## src/rtl/dfe_pkg.sv

```systemverilog
`default_nettype none

package dfe_pkg;

  localparam int unsigned MAX_DELIM_BYTES_DEF = 4;
  localparam int unsigned LEN_BITS_DEF        = 12;
  localparam int unsigned FRAME_LEN_W         = 12;
  localparam int unsigned QUEUE_DEPTH         = 2;
  localparam int unsigned PADDR_W             = 5;

  localparam logic [31:0]            START_PATTERN_RST = 32'h0000_0024;
  localparam logic [2:0]             START_LENGTH_RST  = 3'd1;
  localparam logic [31:0]            END_PATTERN_RST   = 32'h0000_0D0A;
  localparam logic [2:0]             END_LENGTH_RST    = 3'd2;
  localparam logic [FRAME_LEN_W-1:0] MAX_FRAME_LEN_RST = 12'd2048;

  typedef enum logic [2:0] {
    REG_START_PATTERN = 3'd0,
    REG_START_LENGTH  = 3'd1,
    REG_END_PATTERN   = 3'd2,
    REG_END_LENGTH    = 3'd3,
    REG_USE_START     = 3'd4,
    REG_USE_END       = 3'd5,
    REG_MAX_FRAME_LEN = 3'd6
  } dfe_reg_e;

  typedef struct packed {
    logic [31:0]            start_pattern;
    logic [2:0]             start_length;
    logic [31:0]            end_pattern;
    logic [2:0]             end_length;
    logic                   use_start;
    logic                   use_end;
    logic [FRAME_LEN_W-1:0] max_frame_len;
  } dfe_cfg_t;

  typedef struct packed {
    logic [7:0] out_byte;
    logic       byte_valid;
    logic       frame_end;
    logic       frame_overflow;
  } dfe_result_t;

endpackage

`default_nettype wire

```

## src/rtl/dfe_front.sv

```systemverilog
`default_nettype none

module dfe_front import dfe_pkg::*; #(
  parameter int unsigned MAX_DELIM_BYTES = MAX_DELIM_BYTES_DEF,
  parameter int unsigned LEN_BITS        = LEN_BITS_DEF
) (
  input  wire logic        clk_i,
  input  wire logic        rst_ni,
  input  wire dfe_cfg_t    cfg_i,
  input  wire logic        rx_valid_i,
  output logic             rx_ready_o,
  input  wire logic [7:0]  rx_byte_i,
  input  wire logic        q_space_i,
  output logic             q_push_o,
  output dfe_result_t      q_data_o
);

  localparam int unsigned WIN    = (MAX_DELIM_BYTES < 4) ? MAX_DELIM_BYTES : 4;
  localparam int unsigned FILL_W = $clog2(WIN + 1);
  localparam int unsigned CMP_W  = (LEN_BITS > FRAME_LEN_W) ? LEN_BITS : FRAME_LEN_W;
  localparam logic [LEN_BITS-1:0] COUNT_MAX = {LEN_BITS{1'b1}};
  localparam logic [FILL_W-1:0]   FILL_FULL = FILL_W'(WIN);
  localparam logic [FILL_W-1:0]   FILL_ONE  = FILL_W'(1);

  logic [8*WIN-1:0]    win_q, win_d, win_n;
  logic [8*WIN+7:0]    win_ext;
  logic [FILL_W-1:0]   fill_q, fill_d, fill_n;
  logic [FILL_W-1:0]   since_q, since_d, since_n;
  logic                in_pay_q, in_pay_d;
  logic [LEN_BITS-1:0] cnt_q, cnt_d;
  logic                drop_q, drop_d;

  logic [FILL_W-1:0]   ls, le, pay_len;
  logic                sm, em, end_hit;
  logic                do_pay, pay_match, at_limit;
  logic [7:0]          sel_byte;
  logic                accept;
  dfe_result_t         res;
  logic                res_vld;

  function automatic logic [FILL_W-1:0] clamp_len(input logic [2:0] n);
    logic [FILL_W-1:0] r;
    if (n == 3'd0) begin
      r = FILL_ONE;
    end else if (32'(n) > WIN) begin
      r = FILL_FULL;
    end else begin
      r = FILL_W'(n);
    end
    return r;
  endfunction

  assign rx_ready_o = q_space_i;
  assign accept     = rx_valid_i && q_space_i;
  assign win_ext    = {win_q, rx_byte_i};
  assign win_n      = win_ext[8*WIN-1:0];
  assign fill_n     = (fill_q == FILL_FULL) ? fill_q : fill_q + FILL_ONE;
  assign since_n    = (since_q == FILL_FULL) ? since_q : since_q + FILL_ONE;
  assign ls         = clamp_len(cfg_i.start_length);
  assign le         = clamp_len(cfg_i.end_length);
  assign at_limit   = (CMP_W'(cnt_q) >= CMP_W'(cfg_i.max_frame_len)) || (cnt_q == COUNT_MAX);

  // match the newest len bytes of the window against the pattern tail
  always_comb begin
    sm = 1'b1;
    em = 1'b1;
    for (int k = 0; k < WIN; k++) begin
      if (k < 32'(ls) && win_n[8*k +: 8] != cfg_i.start_pattern[8*k +: 8]) begin
        sm = 1'b0;
      end
      if (k < 32'(le) && win_n[8*k +: 8] != cfg_i.end_pattern[8*k +: 8]) begin
        em = 1'b0;
      end
    end
  end

  assign end_hit = (since_n >= le) && em;

  always_comb begin
    win_d     = win_n;
    fill_d    = fill_n;
    since_d   = since_n;
    in_pay_d  = in_pay_q;
    cnt_d     = cnt_q;
    drop_d    = drop_q;
    res       = '0;
    res_vld   = 1'b0;
    do_pay    = 1'b0;
    pay_match = 1'b0;
    pay_len   = le;
    sel_byte  = 8'd0;

    if (!cfg_i.use_start && !cfg_i.use_end) begin
      res.out_byte   = rx_byte_i;
      res.byte_valid = 1'b1;
      res_vld        = 1'b1;
    end else if (!cfg_i.use_start) begin
      do_pay    = 1'b1;
      pay_len   = le;
      pay_match = (fill_n >= le) && em;
    end else if (!cfg_i.use_end) begin
      if (!in_pay_q) begin
        if ((fill_n >= ls) && sm) begin
          in_pay_d = 1'b1;
          fill_d   = '0;
          cnt_d    = '0;
          drop_d   = 1'b0;
        end
      end else begin
        do_pay    = 1'b1;
        pay_len   = ls;
        pay_match = (fill_n >= ls) && sm;
      end
    end else begin
      if (!in_pay_q) begin
        if (end_hit) begin
          since_d = '0;
          fill_d  = '0;
        end else if ((since_n >= ls) && sm) begin
          in_pay_d = 1'b1;
          fill_d   = '0;
          cnt_d    = '0;
          drop_d   = 1'b0;
        end
      end else if (end_hit) begin
        since_d  = '0;
        in_pay_d = 1'b0;
        if (fill_n < le) begin
          // end pattern overlaps the start pattern: record has no start
          fill_d = '0;
          cnt_d  = '0;
          drop_d = 1'b0;
        end else begin
          do_pay    = 1'b1;
          pay_match = 1'b1;
        end
      end else begin
        do_pay = 1'b1;
      end
    end

    // hold back len-1 bytes so delimiter bytes never leave the window
    for (int k = 0; k < WIN; k++) begin
      if (k + 1 == 32'(pay_len)) begin
        sel_byte = win_n[8*k +: 8];
      end
    end

    if (do_pay) begin
      if (pay_match) begin
        fill_d = '0;
        cnt_d  = '0;
        if (drop_q) begin
          drop_d = 1'b0;
        end else begin
          res.frame_end = 1'b1;
          res_vld       = 1'b1;
        end
      end else if (fill_n < pay_len || drop_q) begin
        res_vld = 1'b0;
      end else if (at_limit) begin
        drop_d             = 1'b1;
        res.frame_overflow = 1'b1;
        res_vld            = 1'b1;
      end else begin
        res.out_byte   = sel_byte;
        res.byte_valid = 1'b1;
        res_vld        = 1'b1;
        cnt_d          = cnt_q + {{(LEN_BITS-1){1'b0}}, 1'b1};
      end
    end
  end

  assign q_push_o = accept && res_vld;
  assign q_data_o = res;

  always_ff @(posedge clk_i or negedge rst_ni) begin
    if (!rst_ni) begin
      win_q    <= '0;
      fill_q   <= '0;
      since_q  <= '0;
      in_pay_q <= 1'b0;
      cnt_q    <= '0;
      drop_q   <= 1'b0;
    end else if (accept) begin
      win_q    <= win_d;
      fill_q   <= fill_d;
      since_q  <= since_d;
      in_pay_q <= in_pay_d;
      cnt_q    <= cnt_d;
      drop_q   <= drop_d;
    end
  end

endmodule

`default_nettype wire

```

## src/rtl/dfe_queue.sv

```systemverilog
`default_nettype none

module dfe_queue import dfe_pkg::*; (
  input  wire logic        clk_i,
  input  wire logic        rst_ni,
  input  wire logic        push_i,
  input  wire dfe_result_t push_data_i,
  output logic             space_o,
  output logic             avail_o,
  input  wire logic        pop_i,
  output dfe_result_t      pop_data_o
);

  localparam int unsigned PTR_W = (QUEUE_DEPTH > 1) ? $clog2(QUEUE_DEPTH) : 1;
  localparam int unsigned CNT_W = $clog2(QUEUE_DEPTH + 1);
  localparam logic [CNT_W-1:0] CNT_FULL = CNT_W'(QUEUE_DEPTH);
  localparam logic [PTR_W-1:0] PTR_LAST = PTR_W'(QUEUE_DEPTH - 1);

  dfe_result_t      mem_q [QUEUE_DEPTH];
  logic [PTR_W-1:0] wr_q, rd_q;
  logic [CNT_W-1:0] cnt_q;
  logic             do_push, do_pop;

  assign space_o    = (cnt_q != CNT_FULL);
  assign avail_o    = (cnt_q != '0);
  assign do_push    = push_i && space_o;
  assign do_pop     = pop_i && avail_o;
  assign pop_data_o = mem_q[rd_q];

  always_ff @(posedge clk_i) begin
    if (do_push) begin
      mem_q[wr_q] <= push_data_i;
    end
  end

  always_ff @(posedge clk_i or negedge rst_ni) begin
    if (!rst_ni) begin
      wr_q  <= '0;
      rd_q  <= '0;
      cnt_q <= '0;
    end else begin
      if (do_push) begin
        wr_q <= (wr_q == PTR_LAST) ? '0 : wr_q + PTR_W'(1);
      end
      if (do_pop) begin
        rd_q <= (rd_q == PTR_LAST) ? '0 : rd_q + PTR_W'(1);
      end
      case ({do_push, do_pop})
        2'b10:   cnt_q <= cnt_q + CNT_W'(1);
        2'b01:   cnt_q <= cnt_q - CNT_W'(1);
        default: cnt_q <= cnt_q;
      endcase
    end
  end

endmodule

`default_nettype wire

```

## src/rtl/dfe_back.sv

```systemverilog
`default_nettype none

module dfe_back import dfe_pkg::*; (
  input  wire logic        clk_i,
  input  wire logic        rst_ni,
  input  wire logic        q_avail_i,
  input  wire dfe_result_t q_data_i,
  output logic             q_pop_o,
  output logic             out_valid_o,
  input  wire logic        out_ready_i,
  output dfe_result_t      out_data_o
);

  logic        valid_q;
  dfe_result_t data_q;
  logic        load;

  // refill the output register when it is empty or being taken
  assign load        = q_avail_i && (!valid_q || out_ready_i);
  assign q_pop_o     = load;
  assign out_valid_o = valid_q;
  assign out_data_o  = data_q;

  always_ff @(posedge clk_i or negedge rst_ni) begin
    if (!rst_ni) begin
      valid_q <= 1'b0;
    end else if (load) begin
      valid_q <= 1'b1;
    end else if (out_ready_i) begin
      valid_q <= 1'b0;
    end
  end

  always_ff @(posedge clk_i) begin
    if (load) begin
      data_q <= q_data_i;
    end
  end

endmodule

`default_nettype wire

```

## src/rtl/delimited_frame_extractor.sv

```systemverilog
// Delimited frame extractor: turns a stream of received bytes into payload
// bytes with frame-end and overflow markers.
// Input channel: rx_valid_i / rx_ready_o / rx_byte_i, one byte per request.
// Output channel: out_valid_o / out_ready_i with out_byte_o, byte_valid_o,
// frame_end_o and frame_overflow_o. Each input byte gives zero or one result.
// Throughput is one byte per cycle while the queue has space; the classifier
// compares up to four pattern bytes in parallel in the cycle a byte is taken.
// A result is written into a two-entry queue when its byte is taken and is
// then loaded into the output register; the queue lets the classifier run on
// while the receiver stalls; the input only stalls once that queue is full.
// Mode, patterns, lengths and frame limit are set over the APB port at
// byte addresses 0x00..0x18 and should be written only while the block is
// idle. Reset clears the delimiter window, frame state, queue and output,
// and loads the default patterns ("$" start, CR LF end, pass-through mode,
// 2048-byte limit).
`default_nettype none

module delimited_frame_extractor import dfe_pkg::*; #(
  parameter int unsigned MAX_DELIM_BYTES = MAX_DELIM_BYTES_DEF,
  parameter int unsigned LEN_BITS        = LEN_BITS_DEF
) (
  input  wire logic               clk_i,
  input  wire logic               rst_ni,
  input  wire logic               psel,
  input  wire logic               penable,
  input  wire logic               pwrite,
  input  wire logic [PADDR_W-1:0] paddr,
  input  wire logic [31:0]        pwdata,
  output logic [31:0]             prdata,
  output logic                    pready,
  input  wire logic               rx_valid_i,
  output logic                    rx_ready_o,
  input  wire logic [7:0]         rx_byte_i,
  output logic                    out_valid_o,
  input  wire logic               out_ready_i,
  output logic [7:0]              out_byte_o,
  output logic                    byte_valid_o,
  output logic                    frame_end_o,
  output logic                    frame_overflow_o
);

  dfe_cfg_t    cfg_q;
  dfe_reg_e    reg_sel;
  logic        wr_en;
  logic        q_space, q_push, q_avail, q_pop;
  dfe_result_t q_in, q_out, res_out;

  assign pready  = 1'b1;
  assign wr_en   = psel && penable && pwrite;
  assign reg_sel = dfe_reg_e'(paddr[PADDR_W-1:2]);

  always_ff @(posedge clk_i or negedge rst_ni) begin
    if (!rst_ni) begin
      cfg_q.start_pattern <= START_PATTERN_RST;
      cfg_q.start_length  <= START_LENGTH_RST;
      cfg_q.end_pattern   <= END_PATTERN_RST;
      cfg_q.end_length    <= END_LENGTH_RST;
      cfg_q.use_start     <= 1'b0;
      cfg_q.use_end       <= 1'b0;
      cfg_q.max_frame_len <= MAX_FRAME_LEN_RST;
    end else if (wr_en) begin
      unique case (reg_sel)
        REG_START_PATTERN: cfg_q.start_pattern <= pwdata;
        REG_START_LENGTH:  cfg_q.start_length  <= pwdata[2:0];
        REG_END_PATTERN:   cfg_q.end_pattern   <= pwdata;
        REG_END_LENGTH:    cfg_q.end_length    <= pwdata[2:0];
        REG_USE_START:     cfg_q.use_start     <= pwdata[0];
        REG_USE_END:       cfg_q.use_end       <= pwdata[0];
        REG_MAX_FRAME_LEN: cfg_q.max_frame_len <= pwdata[FRAME_LEN_W-1:0];
        default:           cfg_q               <= cfg_q;
      endcase
    end
  end

  always_comb begin
    unique case (reg_sel)
      REG_START_PATTERN: prdata = cfg_q.start_pattern;
      REG_START_LENGTH:  prdata = {29'd0, cfg_q.start_length};
      REG_END_PATTERN:   prdata = cfg_q.end_pattern;
      REG_END_LENGTH:    prdata = {29'd0, cfg_q.end_length};
      REG_USE_START:     prdata = {31'd0, cfg_q.use_start};
      REG_USE_END:       prdata = {31'd0, cfg_q.use_end};
      REG_MAX_FRAME_LEN: prdata = {{(32-FRAME_LEN_W){1'b0}}, cfg_q.max_frame_len};
      default:           prdata = 32'd0;
    endcase
  end

  dfe_front #(
    .MAX_DELIM_BYTES (MAX_DELIM_BYTES),
    .LEN_BITS        (LEN_BITS)
  ) u_front (
    .clk_i      (clk_i),
    .rst_ni     (rst_ni),
    .cfg_i      (cfg_q),
    .rx_valid_i (rx_valid_i),
    .rx_ready_o (rx_ready_o),
    .rx_byte_i  (rx_byte_i),
    .q_space_i  (q_space),
    .q_push_o   (q_push),
    .q_data_o   (q_in)
  );

  dfe_queue u_queue (
    .clk_i       (clk_i),
    .rst_ni      (rst_ni),
    .push_i      (q_push),
    .push_data_i (q_in),
    .space_o     (q_space),
    .avail_o     (q_avail),
    .pop_i       (q_pop),
    .pop_data_o  (q_out)
  );

  dfe_back u_back (
    .clk_i       (clk_i),
    .rst_ni      (rst_ni),
    .q_avail_i   (q_avail),
    .q_data_i    (q_out),
    .q_pop_o     (q_pop),
    .out_valid_o (out_valid_o),
    .out_ready_i (out_ready_i),
    .out_data_o  (res_out)
  );

  assign out_byte_o       = res_out.out_byte;
  assign byte_valid_o     = res_out.byte_valid;
  assign frame_end_o      = res_out.frame_end;
  assign frame_overflow_o = res_out.frame_overflow;

endmodule

`default_nettype wire

```

## config.mk

```make
export PLATFORM = sky130hd
export DESIGN_NAME = delimited_frame_extractor
export DESIGN_NICKNAME = d
export VERILOG_FILES = /design/src/rtl/dfe_pkg.sv /design/src/rtl/dfe_front.sv /design/src/rtl/dfe_queue.sv /design/src/rtl/dfe_back.sv /design/src/rtl/delimited_frame_extractor.sv
export SDC_FILE = /design/constraint.sdc
export NUM_CORES = 1
export LEC_CHECK = 0
export BUFFER_PORTS_ARGS = -buffer_cell sky130_fd_sc_hd__buf_2
export CORE_MARGIN = 4
export CORE_UTILIZATION = 30
export DETAILED_ROUTE_END_ITERATION = 8
export PLACE_DENSITY = 0.48
export SETUP_SLACK_MARGIN = 0.1
export SYNTH_ARGS = -nofsm -noshare
export SYNTH_HDL_FRONTEND = slang
export SYNTH_SLANG_ARGS = --single-unit
```

## constraint.sdc

```tcl
create_clock -name clk_i -period 3.32 [get_ports clk_i]
set_input_delay 0.166 -clock clk_i [delete_from_list [all_inputs] [get_ports clk_i]]
set_output_delay 0.166 -clock clk_i [all_outputs]
set_load 0.01 [all_outputs]
```

==> impl_metrics.csv <==
group,metric,value,unit
critical_path,start_kind,"register",
global_routing,antenna_found_initial,0,
global_routing,grt_usage,0.160,
clock_network,root_buffer,"clkbuf_16",
critical_path,crit_family,"compound AO/OA/AOI/OAI gates",
sta,hold_viol,0,
sta,slew_headroom,0.459,
drt,viasPerCell,4.95,
sta,fin_skew,0.0117,ns
floorplanning,die_area,33500,µm²
layout,final_common_cell,"dfrtp_1",
drt,drc,0,
power_and_ir_drop,power_frac_comb,0.375,
placed_design,place_congestion,0.833,
power_and_ir_drop,internal-power,0.00551,W
sta,min_period,3.21,ns
synthesis,syn-num-nets,943,
power_and_ir_drop,power_switching,0.00306,W
clock_network,cts_sinks,166,
flow_run,cap_violations,0,
floorplanning,pin_count,98,
clock_network,cts_buffers,17,
synthesis,synth.top_cell.area_share,0.335,
critical_path,cpPeakStageDelay,0.44,ns
synthesis,synth_cells,861,
floorplanning,coreArea,29900,µm²
min_path,min_path_type,"in -> reg",
power_and_ir_drop,swShare,0.357,
power_and_ir_drop,powerDensity,735,nW/µm²
critical_path,cp.required,3.46,ns
floorplanning,fp-row-count,63,
critical_path,crit_chain,"inv_1 > ha_2 > nand2_2 > xnor2_2 > ha_1 > o221a_1 > o21ai_2 > a221o_2 > o32ai_4 > a211oi_2 > or3_4 > buf_6 > nor2_4 > buf_6",
synthesis,synth_edf_count,33,
layout,areaGrowthSynthToFinish,27.1,%
synthesis,synthTopCellsByArea,"dfrtp_1 (34%), edfxtp_1 (11%), mux2_2 (9.8%), nand2_1 (4.2%), xor2_1 (4.1%)",
clock_network,cts_max_path_buffers,2,
synthesis,synth_cell_types,67,
placed_design,io_buffers,94,
drt,via_count,7109,
sta,worst_slew_pin_slew,0.801,ns
global_routing,gr-total-overflow,0,
clock_network,clk_pin_slew,0.07,ns
critical_path,cp_max_fo,5,
critical_path,criticalPathCategory,"reg -> reg",
sta,finalCritPeriodShare,0.966,
critical_path,worstSetupEndpointType,"register",
sta,clock.fmax,312,MHz
layout,num_antenna_cells,0,
floorplanning,die_x,183,µm
synthesis,synth_warnings,0,
power_and_ir_drop,clock_power_share,0.245,
synthesis,async_flop_share,0.801,
synthesis,yosys.area.top_type,"dfrtp_1",
synthesis,ys_seq_elements,166,
power_and_ir_drop,ir_worst_vdd,0.000356,V
sta,slew_viol_final,0,
synthesis,yosysSeqAreaShare,0.472,
layout,finalNonFillerCells,1437,
critical_path,crit_buf_inv,3,
sta,setup_violations,0,
clock_network,cts_tree,"built",
layout,nets,1116,
power_and_ir_drop,p_leak,5.19,nW
critical_path,crit_path_top_delay_cell,"or3_4",
clock_network,insertion_delay,0.42,ns
drt,dr.pass1.iters,5,
placed_design,numPlacedInstances,1368,
layout,final_cell_mix,"dfrtp_1 (122), nand2_1 (101), buf_2 (94)",
synthesis,synth.cell_area,9180,µm²
layout,drive_gt1_frac,0.317,
synthesis,synth_flop_cell,"dfrtp_1",
floorplanning,initial_core_util,0.307,
synthesis,avgSynthCellArea,10.7,µm²
placed_design,dp_hpwl,19700,µm
critical_path,cpMostUsedCell,"buf_6",
drt,wl_per_cell,18.7,µm
clock_network,cts_max_level,4,
global_routing,grt_max_degree,80,
floorplanning,dieHeight,183,µm
sta,rsz0062_at_grt,"yes",
global_routing,grt_pass1_wl,42100,µm
drt,drt_wl_total,26900,µm
drt,postRouteAntennaNets,0,
sta,fin_tns_setup,0,ns
power_and_ir_drop,power.share.sequential,0.380,
outcome,outcome,"complete, no violations",
critical_path,arrival,3.34,ns
global_routing,grt_pass1_vias,7311,
drt,dr.first_iter.drc_count,487,
==> path summary, 6_finish.rpt <==
path	to	cells after the start	slack, ns	startpoint
max	u_queue.mem_q[0][5]	14	0.11	u_front.since_q[1]
min	cfg_q[3]	3	0.02	pwdata[3]
max reg2reg	u_queue.mem_q[0][5]	14	0.11	u_front.since_q[1]
min reg2reg	u_queue.cnt_q[1]	1	0.50	u_queue.cnt_q[1]
max in group asynchronous	cfg_q[25]	3	2.06	rst_ni
min in group asynchronous	cfg_q[77]	2	0.35	rst_ni
==> synthesized netlist by cell type (2+ instances only) <==
library cell,count
clkbuf_1,26
xnor2_1,29
dfrtp_1,123
ha_1,30
a21o_1,6
o21ai_1,9
nand3_1,12
buf_4,2
and3_1,10
xor2_1,43
inv_1,41
nor2_2,2
a211oi_1,4
a22o_1,33
a31oi_1,5
o21ai_0,35
nor2_1,40
dfstp_2,10
a21oi_2,2
o2bb2ai_1,2
edfxtp_1,33
mux2i_1,22
buf_1,5
nand2_1,103
nand4_1,15
mux2_2,80
a21oi_1,35
nor4b_1,2
nor4_1,16
or3_1,4
or4_1,3
and2_1,5
a32oi_1,2
mux4_2,3
a22oi_1,9
o211ai_1,8
nand2b_1,7
buf_6,3
nor2b_1,3
nand3b_1,5
nor3_1,8
==> flip-flops by register name, indices dropped and copies added, names as in the netlist, 2 cells and up <==
signal             count
u_front.since_q        3
u_front.win_q         24
u_front.fill_q         3
u_front.cnt_q         12
u_queue.cnt_q          2
u_queue.mem_q         22
cfg_q                 84
u_back.out_data_o     11
==> through the flow <==
stage | total power (W) | setup WS (ns) | instance area, µm² | hold WS (ns) | util
after floorplan | 0.00503 | 0.0763 | 9180 | -0.130 | -
after global placement | 0.00614 | 0.0756 | 10500 | 0.278 | 0.350
after detailed placement | 0.00618 | 0.00512 | 10500 | 0.275 | 0.350
after CTS | 0.00838 | 0.0992 | 11400 | 0.00492 | 0.381
after global routing | 0.00914 | -0.0266 | 11700 | 0.0133 | 0.390
final | 0.00857 | 0.113 | 11700 | 0.0247 | 0.390
==> cells by family (layout without fill, tap and decap cells) <==
family / count (synthesis) / count (layout) / synth area share
simple gates: 241 / 241 / 0.126
flops: 166 / 166 / 0.472
compound gates: 165 / 165 / 0.123
mux: 105 / 105 / 0.130
buf+inv: 79 / 265 / 0.0357
xor+xnor: 73 / 73 / 0.0705
fa+ha+maj: 31 / 31 / 0.0420
other cells: 1 / 1 / 0.000409
==> final cells by class <==
| class | count | area (µm²) |
|---|---|---|
| Timing Repair Buffer | 191 | 1310 |
| Clock buffer | 19 | 433 |
| Inverter | 42 | 158 |
| Multi-Input combinational cell | 616 | 4760 |
| Sequential cell | 166 | 4330 |
| Fill cell | 2927 | 18200 |
| Tap cell | 390 | 488 |
| Clock inverter | 13 | 180 |
==> tightest hold or removal path: cells and delay by family <==
| family | cells | cell delay, ns |
|---|---|---|
| compound gates | 1 | 0.06 |
| buf+inv | 1 | 0.12 |
| simple gates | 1 | 0.05 |
==> metal layers <==
layer / track usage / share of wire / vias up
met4: 0.0277 / 0.0077 / 0
li1: - / - / 3436
met1: 0.231 / 0.49 / 3548
met5: 0 / 0 / -
met2: 0.260 / 0.48 / 112
met3: 0.0236 / 0.028 / 13
==> power by group through the flow <==
| stage | registers [W] | clock network, W | logic (W) |
|---|---|---|---|
| 6_report | 0.00325 | 0.00210 | 0.00321 |
| 5_1_grt | 0.00334 | 0.00224 | 0.00356 |
| 4_1_cts | 0.00326 | 0.00216 | 0.00296 |
| 3_5_place_dp | 0.00329 | 0 | 0.00288 |
| 3_3_place_gp | 0.00328 | 0 | 0.00286 |
| 2_1_floorplan | 0.00316 | 0 | 0.00187 |
==> repair_timing <==
item	in CTS	in global routing
resized for setup	7	39
endpoints found under the hold margin	118	0
hold buffers	28	0
setup buffers	0	8
setup endpoints to repair	31	55
pin swaps	2	21
gates cloned	0	1
No activity file was read; power rests on OpenSTA's default activity.
